==> src/rtl/tct_pkg.sv <==
`timescale 1ns / 1ps
// ----------------------------------------------------------------------------
// tct_pkg
// Shared types, constants and tetrahedron decode for the cell triangulator.
// ----------------------------------------------------------------------------
package tct_pkg;

    localparam int GRID_SIDE = 1024;
    localparam int COORD_W   = 10;
    localparam int LIMIT_W   = 24;
    localparam int COUNT_W   = 25;
    localparam int NUM_TETRA = 6;
    localparam int QUEUE_DEPTH = 4;
    localparam int QPTR_W    = $clog2(QUEUE_DEPTH);

    localparam logic [12:0] GRID_EDGE = 13'(GRID_SIDE - 1);
    localparam logic [COUNT_W-1:0] COUNT_MAX = {COUNT_W{1'b1}};

    typedef struct packed {
        logic [COORD_W-1:0] cell_x;
        logic [COORD_W-1:0] cell_y;
        logic [COORD_W-1:0] cell_z;
        logic [7:0]         corner_bits;
        logic               first_cell;
    } in_t;

    typedef struct packed {
        logic [COORD_W-1:0] out_x;
        logic [COORD_W-1:0] out_y;
        logic [COORD_W-1:0] out_z;
        logic [2:0]         v0_from;
        logic [2:0]         v0_to;
        logic [2:0]         v1_from;
        logic [2:0]         v1_to;
        logic [2:0]         v2_from;
        logic [2:0]         v2_to;
        logic               last_of_cell;
        logic               limit_hit;
    } out_t;

    typedef struct packed {
        logic [COORD_W-1:0]   x;
        logic [COORD_W-1:0]   y;
        logic [COORD_W-1:0]   z;
        logic [7:0]           bits;
        logic                 first;
        logic [NUM_TETRA-1:0] mixed;
    } queue_t;

    typedef struct packed {
        logic [2:0] v0_from;
        logic [2:0] v0_to;
        logic [2:0] v1_from;
        logic [2:0] v1_to;
        logic [2:0] v2_from;
        logic [2:0] v2_to;
        logic       two;
    } tri_t;

    // corner i of tetrahedron t sits at bits [3i+2:3i]
    function automatic logic [11:0] tetra_corners(input logic [2:0] t);
        logic [11:0] r;
        begin
            case (t)
                3'd0:    r = {3'd6, 3'd2, 3'd1, 3'd0};
                3'd1:    r = {3'd6, 3'd3, 3'd2, 3'd0};
                3'd2:    r = {3'd6, 3'd7, 3'd3, 3'd0};
                3'd3:    r = {3'd6, 3'd4, 3'd7, 3'd0};
                3'd4:    r = {3'd6, 3'd5, 3'd4, 3'd0};
                3'd5:    r = {3'd6, 3'd1, 3'd5, 3'd0};
                default: r = '0;
            endcase
            return r;
        end
    endfunction

    function automatic logic tetra_mixed(input logic [7:0] bits, input logic [2:0] t);
        logic [11:0] c;
        logic [3:0]  o;
        begin
            c = tetra_corners(t);
            for (int i = 0; i < 4; i++)
            begin
                o[i] = bits[c[3*i +: 3]];
            end
            return (|o) && !(&o);
        end
    endfunction

    function automatic tri_t make_tri(input logic [7:0] bits, input logic [2:0] t,
                                      input logic second);
        logic [11:0] c;
        logic [2:0]  occ [4];
        logic [2:0]  emp [4];
        logic [2:0]  nocc;
        logic [2:0]  nemp;
        logic [2:0]  ci;
        tri_t        r;
        begin
            c    = tetra_corners(t);
            nocc = '0;
            nemp = '0;
            for (int i = 0; i < 4; i++)
            begin
                occ[i] = '0;
                emp[i] = '0;
            end
            for (int i = 0; i < 4; i++)
            begin
                ci = c[3*i +: 3];
                if (bits[ci])
                begin
                    occ[nocc[1:0]] = ci;
                    nocc = nocc + 3'd1;
                end
                else
                begin
                    emp[nemp[1:0]] = ci;
                    nemp = nemp + 3'd1;
                end
            end
            r = '0;
            case (nocc)
                3'd1:
                begin
                    r = '{occ[0], emp[0], occ[0], emp[1], occ[0], emp[2], 1'b0};
                end
                3'd3:
                begin
                    r = '{emp[0], occ[0], emp[0], occ[2], emp[0], occ[1], 1'b0};
                end
                3'd2:
                begin
                    if (second)
                        r = '{occ[0], emp[1], occ[1], emp[0], occ[1], emp[1], 1'b1};
                    else
                        r = '{occ[0], emp[0], occ[1], emp[0], occ[0], emp[1], 1'b1};
                end
                default: r = '0;
            endcase
            return r;
        end
    endfunction

endpackage

==> src/rtl/tct_front.sv <==
`timescale 1ns / 1ps
// ----------------------------------------------------------------------------
// tct_front
// Accepts cells and flags the mixed tetrahedra; cells outside the grid get no flags.
// ----------------------------------------------------------------------------
module tct_front (
    input  logic            clk,
    input  logic            rst_n,
    input  logic            in_valid,
    output logic            in_ready,
    input  tct_pkg::in_t    in_data,
    output logic            q_valid,
    input  logic            q_ready,
    output tct_pkg::queue_t q_data
);
    import tct_pkg::*;

    logic                 valid_reg;
    logic                 valid_next;
    queue_t               data_reg;
    logic [NUM_TETRA-1:0] mixed;
    logic                 outside;

    always_comb
    begin
        outside = (13'(in_data.cell_x) >= GRID_EDGE) ||
                  (13'(in_data.cell_y) >= GRID_EDGE) ||
                  (13'(in_data.cell_z) >= GRID_EDGE);
        for (int t = 0; t < NUM_TETRA; t++)
        begin
            mixed[t] = tetra_mixed(in_data.corner_bits, 3'(t)) && !outside;
        end
    end

    assign in_ready = !valid_reg || q_ready;
    assign q_valid  = valid_reg;
    assign q_data   = data_reg;

    always_comb
    begin
        valid_next = valid_reg;
        if (in_ready)
            valid_next = in_valid;
    end

    always_ff @(posedge clk or negedge rst_n)
    begin
        if (!rst_n)
            valid_reg <= 1'b0;
        else
            valid_reg <= valid_next;
    end

    always_ff @(posedge clk)
    begin
        if (in_ready && in_valid)
            data_reg <= '{in_data.cell_x, in_data.cell_y, in_data.cell_z,
                          in_data.corner_bits, in_data.first_cell, mixed};
    end

endmodule

==> src/rtl/tct_queue.sv <==
`timescale 1ns / 1ps
// ----------------------------------------------------------------------------
// tct_queue
// Short FIFO of classified cells between the front and the back.
// ----------------------------------------------------------------------------
module tct_queue (
    input  logic            clk,
    input  logic            rst_n,
    input  logic            wr_valid,
    output logic            wr_ready,
    input  tct_pkg::queue_t wr_data,
    output logic            rd_valid,
    input  logic            rd_ready,
    output tct_pkg::queue_t rd_data
);
    import tct_pkg::*;

    queue_t              mem [QUEUE_DEPTH];
    logic [QPTR_W-1:0]   wptr_reg;
    logic [QPTR_W-1:0]   wptr_next;
    logic [QPTR_W-1:0]   rptr_reg;
    logic [QPTR_W-1:0]   rptr_next;
    logic [QPTR_W:0]     fill_reg;
    logic [QPTR_W:0]     fill_next;
    logic                push;
    logic                pop;

    assign wr_ready = fill_reg != (QPTR_W + 1)'(QUEUE_DEPTH);
    assign rd_valid = fill_reg != '0;
    assign rd_data  = mem[rptr_reg];
    assign push     = wr_valid && wr_ready;
    assign pop      = rd_valid && rd_ready;

    always_comb
    begin
        wptr_next = push ? wptr_reg + 1'b1 : wptr_reg;
        rptr_next = pop ? rptr_reg + 1'b1 : rptr_reg;
        fill_next = fill_reg;
        if (push && !pop)
            fill_next = fill_reg + 1'b1;
        else if (pop && !push)
            fill_next = fill_reg - 1'b1;
    end

    always_ff @(posedge clk or negedge rst_n)
    begin
        if (!rst_n)
        begin
            wptr_reg <= '0;
            rptr_reg <= '0;
            fill_reg <= '0;
        end
        else
        begin
            wptr_reg <= wptr_next;
            rptr_reg <= rptr_next;
            fill_reg <= fill_next;
        end
    end

    always_ff @(posedge clk)
    begin
        if (push)
            mem[wptr_reg] <= wr_data;
    end

endmodule

==> src/rtl/tct_back.sv <==
`timescale 1ns / 1ps
// ----------------------------------------------------------------------------
// tct_back
// Walks the mixed tetrahedra of a cell, emits one triangle a beat, counts
// faces and halts once the limit is exceeded.
// ----------------------------------------------------------------------------
module tct_back (
    input  logic                       clk,
    input  logic                       rst_n,
    input  logic                       q_valid,
    output logic                       q_ready,
    input  tct_pkg::queue_t            q_data,
    input  logic [tct_pkg::LIMIT_W-1:0] face_limit,
    output logic                       out_valid,
    input  logic                       out_ready,
    output tct_pkg::out_t              out_data
);
    import tct_pkg::*;

    logic                 busy_reg;
    logic                 busy_next;
    logic [NUM_TETRA-1:0] mask_reg;
    logic [NUM_TETRA-1:0] mask_next;
    logic                 sub_reg;
    logic                 sub_next;
    logic [COUNT_W-1:0]   count_reg;
    logic [COUNT_W-1:0]   count_next;
    logic                 halted_reg;
    logic                 halted_next;
    logic                 out_valid_reg;
    logic                 out_valid_next;
    out_t                 out_reg;
    logic [COORD_W-1:0]   x_reg;
    logic [COORD_W-1:0]   y_reg;
    logic [COORD_W-1:0]   z_reg;
    logic [7:0]           bits_reg;

    logic [2:0]           t_sel;
    tri_t                 tri_cur;
    logic [COUNT_W:0]     sum_wide;
    logic [COUNT_W-1:0]   sum;
    logic                 hit;
    logic                 tetra_done;
    logic [NUM_TETRA-1:0] rest;
    logic                 last;
    logic                 fire;
    logic                 pop;
    logic                 halt_eff;

    assign q_ready   = !busy_reg;
    assign pop       = q_valid && !busy_reg;
    assign fire      = busy_reg && (!out_valid_reg || out_ready);
    assign out_valid = out_valid_reg;
    assign out_data  = out_reg;

    always_comb
    begin
        t_sel = '0;
        for (int t = NUM_TETRA - 1; t >= 0; t--)
        begin
            if (mask_reg[t])
                t_sel = 3'(t);
        end
        tri_cur    = make_tri(bits_reg, t_sel, sub_reg);
        sum_wide   = {1'b0, count_reg} + (COUNT_W + 1)'(tri_cur.two ? 2 : 1);
        sum        = sum_wide[COUNT_W] ? COUNT_MAX : sum_wide[COUNT_W-1:0];
        hit        = (face_limit != '0) && (sum > COUNT_W'(face_limit));
        tetra_done = !tri_cur.two || sub_reg;
        rest       = mask_reg & ~(NUM_TETRA'(1) << t_sel);
        last       = tetra_done && (hit || rest == '0);
    end

    always_comb
    begin
        busy_next      = busy_reg;
        mask_next      = mask_reg;
        sub_next       = sub_reg;
        count_next     = count_reg;
        halted_next    = halted_reg;
        out_valid_next = out_valid_reg;
        halt_eff       = halted_reg && !q_data.first;
        if (out_ready)
            out_valid_next = 1'b0;
        if (pop)
        begin
            if (q_data.first)
            begin
                count_next  = '0;
                halted_next = 1'b0;
            end
            mask_next = q_data.mixed;
            sub_next  = 1'b0;
            busy_next = !halt_eff && (q_data.mixed != '0);
        end
        if (fire)
        begin
            out_valid_next = 1'b1;
            if (tetra_done)
            begin
                count_next = sum;
                mask_next  = rest;
                sub_next   = 1'b0;
                if (hit)
                    halted_next = 1'b1;
            end
            else
                sub_next = 1'b1;
            if (last)
                busy_next = 1'b0;
        end
    end

    always_ff @(posedge clk or negedge rst_n)
    begin
        if (!rst_n)
        begin
            busy_reg      <= 1'b0;
            mask_reg      <= '0;
            sub_reg       <= 1'b0;
            count_reg     <= '0;
            halted_reg    <= 1'b0;
            out_valid_reg <= 1'b0;
        end
        else
        begin
            busy_reg      <= busy_next;
            mask_reg      <= mask_next;
            sub_reg       <= sub_next;
            count_reg     <= count_next;
            halted_reg    <= halted_next;
            out_valid_reg <= out_valid_next;
        end
    end

    always_ff @(posedge clk)
    begin
        if (pop)
        begin
            x_reg    <= q_data.x;
            y_reg    <= q_data.y;
            z_reg    <= q_data.z;
            bits_reg <= q_data.bits;
        end
        if (fire)
            out_reg <= '{x_reg, y_reg, z_reg,
                         tri_cur.v0_from, tri_cur.v0_to,
                         tri_cur.v1_from, tri_cur.v1_to,
                         tri_cur.v2_from, tri_cur.v2_to,
                         last, hit};
    end

endmodule

==> src/rtl/tetra_cell_triangulator_core.sv <==
`timescale 1ns / 1ps
// ----------------------------------------------------------------------------
// tetra_cell_triangulator_core
// Marching-tetrahedra triangle emitter for one grid cell per input beat.
// ----------------------------------------------------------------------------
// Input channel (in_valid/in_ready/in_data) takes one cell per beat: its
// coordinates, the eight corner occupancy bits and first_cell. Output channel
// (out_valid/out_ready/out_data) gives one triangle per beat, with
// last_of_cell on the final triangle of a cell and limit_hit on the
// triangles of the tetrahedron that pushed the face count past face_limit.
// Cells without triangles give no beat at all.
// An input beat passes the front register, the queue, the sequencer load and
// the output register before its first triangle reaches the output. The back
// sequencer loads a cell, then emits its triangles one per beat while the
// output is not stalled, and takes no new cell until the last one is done;
// a 4-entry queue lets the front keep accepting while the back works.
// cfg_we/cfg_wdata write face_limit; write only while the block is idle.
// Reset clears face_limit, the face counter, the halt flag and the queue.
// When out_ready is low a valid output register holds and the back stalls; the
// front keeps accepting until the queue fills.
// ----------------------------------------------------------------------------
module tetra_cell_triangulator_core (
    input  logic                        clk,
    input  logic                        rst_n,
    input  logic                        in_valid,
    output logic                        in_ready,
    input  tct_pkg::in_t                in_data,
    output logic                        out_valid,
    input  logic                        out_ready,
    output tct_pkg::out_t               out_data,
    input  logic                        cfg_we,
    input  logic [tct_pkg::LIMIT_W-1:0] cfg_wdata
);
    import tct_pkg::*;

    logic               fq_valid;
    logic               fq_ready;
    queue_t             fq_data;
    logic               qb_valid;
    logic               qb_ready;
    queue_t             qb_data;
    logic [LIMIT_W-1:0] limit_reg;

    always_ff @(posedge clk or negedge rst_n)
    begin
        if (!rst_n)
            limit_reg <= '0;
        else if (cfg_we)
            limit_reg <= cfg_wdata;
    end

    tct_front u_front (
        .clk      (clk),
        .rst_n    (rst_n),
        .in_valid (in_valid),
        .in_ready (in_ready),
        .in_data  (in_data),
        .q_valid  (fq_valid),
        .q_ready  (fq_ready),
        .q_data   (fq_data)
    );

    tct_queue u_queue (
        .clk      (clk),
        .rst_n    (rst_n),
        .wr_valid (fq_valid),
        .wr_ready (fq_ready),
        .wr_data  (fq_data),
        .rd_valid (qb_valid),
        .rd_ready (qb_ready),
        .rd_data  (qb_data)
    );

    tct_back u_back (
        .clk        (clk),
        .rst_n      (rst_n),
        .q_valid    (qb_valid),
        .q_ready    (qb_ready),
        .q_data     (qb_data),
        .face_limit (limit_reg),
        .out_valid  (out_valid),
        .out_ready  (out_ready),
        .out_data   (out_data)
    );

endmodule
==> config.mk <==
export PLATFORM = sky130hd
export DESIGN_NAME = tetra_cell_triangulator_core
export DESIGN_NICKNAME = d
export VERILOG_FILES = /design/src/rtl/tct_pkg.sv /design/src/rtl/tct_front.sv /design/src/rtl/tct_queue.sv /design/src/rtl/tct_back.sv /design/src/rtl/tetra_cell_triangulator_core.sv
export SDC_FILE = /design/constraint.sdc
export NUM_CORES = 1
export LEC_CHECK = 0
export BUFFER_PORTS_ARGS = -buffer_cell sky130_fd_sc_hd__buf_2
export CORE_ASPECT_RATIO = 0.75
export CORE_MARGIN = 2
export CORE_UTILIZATION = 40
export DETAILED_ROUTE_END_ITERATION = 10
export PLACE_DENSITY_LB_ADDON = 0.12
export SETUP_SLACK_MARGIN = 0.5
export SKIP_LAST_GASP = 1
export SYNTH_ARGS = -nofsm -noshare
export SYNTH_HDL_FRONTEND = slang
export SYNTH_SLANG_ARGS = --single-unit
==> constraint.sdc <==
create_clock -name clk -period 16.95 [get_ports clk]
set_input_delay 5.085 -clock clk [delete_from_list [all_inputs] [get_ports clk]]
set_output_delay 5.085 -clock clk [all_outputs]
set_load 0.05 [all_outputs]
# [After elaboration in Yosys (flattened, before gate mapping)]
# Memories as Yosys holds them, arrays and structs flattened.
# Index checks and enable logic that the tools add are counted.
[op_classes] reduce_logical=69 n_eq_ne=9 mux=76 bitwise=8 div=0 multipliers=0 n_addsub=10 n_shift=1 n_lt_le_gt_ge=20
[ops] cell="$mux W25" count=5
[ops] cell="$bwmux W12" count=6
[ops] cell="$mux W12" count=6
[ops] cell="$pmux W12 S6" count=1
[ops] cell="$mux W3" count=19
[ops] cell="$pmux W19 S3" count=1
[ops] cell="$demux W3 S2" count=6
[ops] cell="$ge A10 B10 Y1 const B" count=3
[ops] cell="$logic_and A1 B1 Y1" count=28
[ops] cell="$add A25 B26 Y26" count=1
[ops] cell="$gt A25 B24 Y1" count=1
[ops] cell="$reduce_and A4 Y1" count=6
[ops] cell="$reduce_bool A24 Y1" count=1
[ops] cell="$reduce_or A4 Y1" count=6
[ops] cell="$mux W1" count=21
[ops] cell="$ge A3 B3 Y1 const B" count=6
[ops] cell="$lt A3 B1 Y1 const B" count=6
[ops] cell="$mux W6" count=3
[ops] cell="$lt A3 B4 Y1 const B" count=4
[ops] cell="$mux W16" count=1
[ops] cell="$logic_not A1 Y1" count=15
[ops] cell="$bmux W1 S3" count=4
[ops] cell="$eq A3 B2 Y1 const B" count=4
[ops] cell="$not A2 Y3" count=4
[ops] cell="18 further kinds" count=35
[totals] mem_count=1 out_inout_bits=52 register_bits=200 ram_bits=180 word_cells=226 latchBits=0 rom_bits=0
[memory_table] memory="u_queue.mem" words=4 word_bits=45 read_ports=1 rd_clocked_by_memory_dff=0 wr=1 line_no="tct_queue.sv:18" text="queue_t mem [QUEUE_DEPTH];"

# [Longest topological paths before layout]
[depth] ltp_word=33 depth_mapped=35 ltp_nobuf=30

# [Modules after synthesis]
# From an unflattened synthesis, not the netlist that was laid out.
[unflattened] hier_cells=1103 area_unflattened_um2=16827.4
[modules_own_cells] mod="tct_back" seq_area_each_um2=3518.4 area_per_inst_um2=7292.0 instances=1 cells_per_inst=698
[modules_own_cells] mod="tct_queue" seq_area_each_um2=5580.4 area_per_inst_um2=6924.1 instances=1 cells_per_inst=270
[modules_own_cells] mod="tct_front" seq_area_each_um2=1376.3 area_per_inst_um2=1614.0 instances=1 cells_per_inst=84
[modules_own_cells] mod="tetra_cell_triangulator_core" seq_area_each_um2=600.6 area_per_inst_um2=997.2 instances=1 cells_per_inst=51

# [Worst setup path after synthesis]
# Ideal clock, no wire load.
[synth_timing] path_kind="input to register" from="input out_ready" to="register u_back.count_reg[3]" t_arrival_ns=7.395 path_slack_ns=9.417 t_required_ns=16.812 n_path_buf=0 stages=8 path_cell_list="nand2b_1 > nand2_1 > inv_1 > nand3_1 > a2111o_1 > o211ai_1 > nor2b_1 > a31oi_1"
[synth_via] elab_chain_len=3
[synth_lines] item="start: declaration" line_no="tetra_cell_triangulator_core.sv:29" text="input logic out_ready,"
[synth_lines] item="$logic_or A1 B1 Y1" line_no="tct_back.sv:52" text="assign fire = busy_reg && (!out_valid_reg || out_ready);"
[synth_lines] item="$logic_and A1 B1 Y1" line_no="tct_back.sv:52"
[synth_lines] item="net u_back.fire" line_no="tct_back.sv:46" text="logic fire;"
[synth_lines] item="$mux W25" line_no="tct_back.sv:95" text="if (fire)"
[synth_lines] item="net u_back.count_next[3]" line_no="tct_back.sv:27" text="logic [COUNT_W-1:0] count_next;"
[synth_lines] item="end signal: assignment" line_no="tct_back.sv:129" text="count_reg <= count_next;"
[synth_lines] item="end: declaration" line_no="tct_back.sv:26" text="logic [COUNT_W-1:0] count_reg;"
# The timed path passes the listed nets, and every way through them passes these cells.
# A chain may end at the register's enable or synchronous reset.

# [Worst setup path in the final report]
[layout_timing] from="register u_back.mask_reg[1]" to="register u_back.out_reg (netlist bit u_back.out_data[1]), data pin"
[layout_via] elab_chain_len=20 elab_cells_between_ends=37
[layout_lines] item="start: declaration" line_no="tct_back.sv:22" text="logic [NUM_TETRA-1:0] mask_reg;"
[layout_lines] item="start signal: assignment" line_no="tct_back.sv:127" text="mask_reg <= mask_next;"
[layout_lines] item="$mux W3 (*) (2 in series)" line_no="tct_back.sv:61" text="if (mask_reg[t])"
[layout_lines] item="$eq A3 B3 Y1, or another cell as far along" line_no="tct_pkg.sv:64" text="case (t)"
[layout_lines] item="$pmux W12 S6 (*)" line_no="tct_pkg.sv:64"
[layout_lines] item="$bmux W1 S3" line_no="tct_pkg.sv:111" text="if (bits[ci])"
[layout_lines] item="$mux W1 (implied by the code)" line_no="tct_pkg.sv:111"
[layout_lines] item="$mux W3" line_no="tct_pkg.sv:111"
[layout_lines] item="$add A3 B1 Y3" line_no="tct_pkg.sv:114" text="nocc = nocc + 3'd1;"
[layout_lines] item="$mux W3" line_no="tct_pkg.sv:111"
[layout_lines] item="[... 5 more ...]"
[layout_lines] item="$add A25 B26 Y26 (*)" line_no="tct_back.sv:65" text="sum_wide = {1'b0, count_reg} + (COUNT_W + 1)'(tri_cur.two ? 2 : 1);"
[layout_lines] item="$mux W25 (*)" line_no="tct_back.sv:66" text="sum = sum_wide[COUNT_W] ? COUNT_MAX : sum_wide[COUNT_W-1:0];"
[layout_lines] item="$gt A25 B24 Y1 (*)" line_no="tct_back.sv:67" text="hit = (face_limit != '0) && (sum > COUNT_W'(face_limit));"
[layout_lines] item="$logic_and A1 B1 Y1 (*)" line_no="tct_back.sv:67"
[layout_lines] item="net u_back.hit" line_no="tct_back.sv:42" text="logic hit;"
[layout_lines] item="$logic_or A1 B1 Y1 (*)" line_no="tct_back.sv:70" text="last = tetra_done && (hit || rest == '0);"
[layout_lines] item="$logic_and A1 B1 Y1 (*)" line_no="tct_back.sv:70"
[layout_lines] item="net u_back.last" line_no="tct_back.sv:45" text="logic last;"
[layout_lines] item="end signal: assignment" line_no="tct_back.sv:145" text="out_reg <= '{x_reg, y_reg, z_reg,"
[layout_lines] item="end: declaration" line_no="tct_back.sv:32" text="out_t out_reg;"
# The timed path passes the listed nets; every way through them passes the cells marked *. The select of a mux whose other input is x is not followed.

==> summary.txt <==
Route
  • Drt total wl: 36520 um
  • Number of routed nets with antenna violations: 0
  • Total number of vias: 9838
  • DR DRC count: 0
  • Vias per cell: 5.444
  • DR WL/cell: 20.21 um
  • Drt first pass iters: 5
  • Starting DRT DRC Count: 829

Worst setup path
  • Critical path peak fanout: 27
  • Critical Path AT: 9.23 ns
  • Most frequent CP cell: ha_1
  • CP startpoint kind: register
  • CP endpoint kind: register
  • Kind of critical path: reg2reg
  • R2r endpoint: u_back.out_data[1]
  • R2r setup slk: 8.03 ns
  • Worst Path Required: 17.26 ns
  • CP max stage cell: a22oi_1
  • CP startpoint: u_back.mask_reg[1]
  • R2R cell count: 29
  • R2r startpoint: u_back.mask_reg[1]
  • Largest stage delay, worst path: 0.68 ns

Place
  • Placed cell count: 1733
  • Routability cong.: 0.8664
  • Port Buffers: 119
  • DP HPWL: 23180 um

STA
  • # setup viols final: 0
  • RSZ-0062 raised after global routing: no
  • Worst rel slew slack: 21.00%
  • Final Cycle Share: 52.65%
  • Clk_skew: 0.02721 ns
  • Final hold vios: 0
  • Worst Max-Slew Pin Slew: 1.176 ns
  • Setup_tns: 0 ns
  • Slew Limit Fails: 0
  • Fmax achieved: 0.1121 GHz
  • Final worst path period need: 8.924 ns

Die
  • Die width: 237.7 um
  • Placement Rows: 64
  • Core ar.: 0.04060 mm2
  • DIE AREA: 0.04261 mm2
  • Die height: 179.3 um
  • Initial core utilization: 40.35%
  • I/O pins: 120

Min path
  • Hold crit path type: reg2reg
  • Hold Crit Start: u_back.z_reg[2]
  • WHS Path Cells: 0
  • Hold endpoint: u_back.out_data[22]

Clock network
  • Clock sinks: 380
  • Depth of the CTS H-tree: 2
  • CTS Hold Bufs: 0
  • CTS tree: built
  • Post-cts gate resize count: 0
  • Bufs on Longest Clock Path: 3
  • Worst-Skew Late Latency: 0.56 ns
  • TritonCTS buffer count: 40
  • Setup bufs post-CTS: 0
  • Clock root cell: clkbuf_16
  • Worst-path clk slew: 0.06 ns

Yosys
  • Synth top area cells: edfxtp_1, dfrtp_1, mux4_2
  • Cell taking the most area after synthesis: edfxtp_1
  • Most frequent cell after synthesis: edfxtp_1
  • Mapped Avg Cell Area: 14.57 um2
  • Synth warnings: 0
  • Distinct cells, synth: 76
  • Synth top area share: 57.37%
  • Net Count, Synth: 1232
  • Register area share after synthesis: 67.61%
  • Yosys reg bits: 380
  • Most used DFF post-synth: edfxtp_1
  • Gate Count Post-Synth: 1124
  • FFs w/ async S/R, synth: 17.63%
  • Cell Area, Synth: 0.01638 mm2
  • Synth cell count leaders: edfxtp_1, nand2_1, dfrtp_1, o21ai_0, nor2_1
  • EDFF count, synth: 313

Global route
  • Tot GR Track Use: 17.42%
  • Maximum number of pins on one net before global-route repair: 68
  • Global-route wire length before repair: 56840 um
  • Gr ovfl total: 0
  • Vias in the first global route: 9551
  • Initial antenna violation count: 1

Layout
  • Fraction of layout cells with a size suffix above 1: 20.89%
  • Number of flip-flops in the largest register: 180
  • Biggest register: u_queue.mem
  • Net count, final: 1355
  • Non-filler cells, final: 1807
  • Syn-to-layout area delta: 14.95%

Run
  • # Max-Cap Violations: 0

Status
  • Status: finished, final reports clean
-- metal layers --
| layer | share of wire [%] | vias up | global-route usage (%) |
|---|---|---|---|
| met5 | 0 | - | 0 |
| li1 | - | 4613 | - |
| met1 | 51 | 4947 | 27.39 |
| met2 | 43 | 234 | 24.99 |
| met3 | 4.5 | 44 | 2.972 |
| met4 | 1.4 | 0 | 4.062 |
-- placed cells by master, fill, tap and decap left out, types with 9 or more instances in the layout --
cell type and instances:
clkinv_1 10, mux4_2 45, nor4_1 14, edfxtp_1 313, nor2_1 56, a31oi_1 15
nor3_1 25, o21ai_0 67, nand2_1 95, nand2b_1 9, xor2_1 11, dfrtp_1 65
a21oi_1 42, buf_4 12, ha_1 39, xnor2_1 16, buf_2 119, clkbuf_16 40
and3_1 12, nand3_1 21, inv_1 39, nand4_1 24
-- through the flow --
step                      area, um2  hold slack, ns  setup WS, ns  util (%)
after floorplan               16380          0.4003         9.417         -
after global placement        17520          0.4014         8.426     43.16
after detailed placement      17520          0.4052         8.181     43.16
after CTS                     18830          0.4139         8.145     46.38
after global routing          18830          0.4175         7.118     46.39
final                         18830          0.4176         8.026     46.39
-- cells by family (layout without fill, tap and decap cells) --
| logic type | count (synthesis) | in the layout | synth area share [%] |
|---|---|---|---|
| simple gates | 298 | 298 | 8.913 |
| buf+inv | 93 | 247 | 2.322 |
| fa+ha+maj | 40 | 40 | 3.101 |
| xor+xnor | 27 | 27 | 1.443 |
| compound gates | 234 | 234 | 9.967 |
| flops | 380 | 380 | 67.61 |
| mux | 52 | 52 | 6.645 |
| other cells | 0 | 1 | 0 |
-- worst max-delay path by stage --
| stage | slack, ns | depth (start not counted) | endpoint |
|---|---|---|---|
| final | 8.03 | 29 | u_back.out_data[1] |
| after global routing | 7.12 | 29 | u_back.out_data[1] |
| after CTS | 8.14 | 29 | u_back.out_data[1] |
| after detailed placement | 8.18 | 29 | u_back.out_data[1] |
| after global placement | 8.43 | 29 | u_back.out_data[1] |
| after floorplan | 9.42 | 8 | u_back.count_reg[3] |
-- area by class of cell --
cell class | instances | area [um2]
antenna | 1 | 2.502
clock buffer | 48 | 1031
clock inverter | 25 | 277.8
fill | 3567 | 21770
inverter | 43 | 161.4
multi-input combinational | 651 | 4932
sequential | 380 | 11080
tap | 528 | 660.6
timing repair buffer | 131 | 685.7
-- critical path: cells and delay by family, from the launching register on --
| family | cells | cell delay, ns |
|---|---|---|
| and+or+nand+nor | 7 | 2.14 |
| AOI/OAI and AO/OA | 14 | 3.70 |
| DFF | 1 | 0.59 |
| xor gates and xnor gates | 1 | 0.36 |
| adders and majority gates | 4 | 1.41 |
| buffers and inverters | 3 | 0.46 |
Power is not shown: default switching activity piles up to over one toggle a cycle in this logic, so the estimate is an artifact.
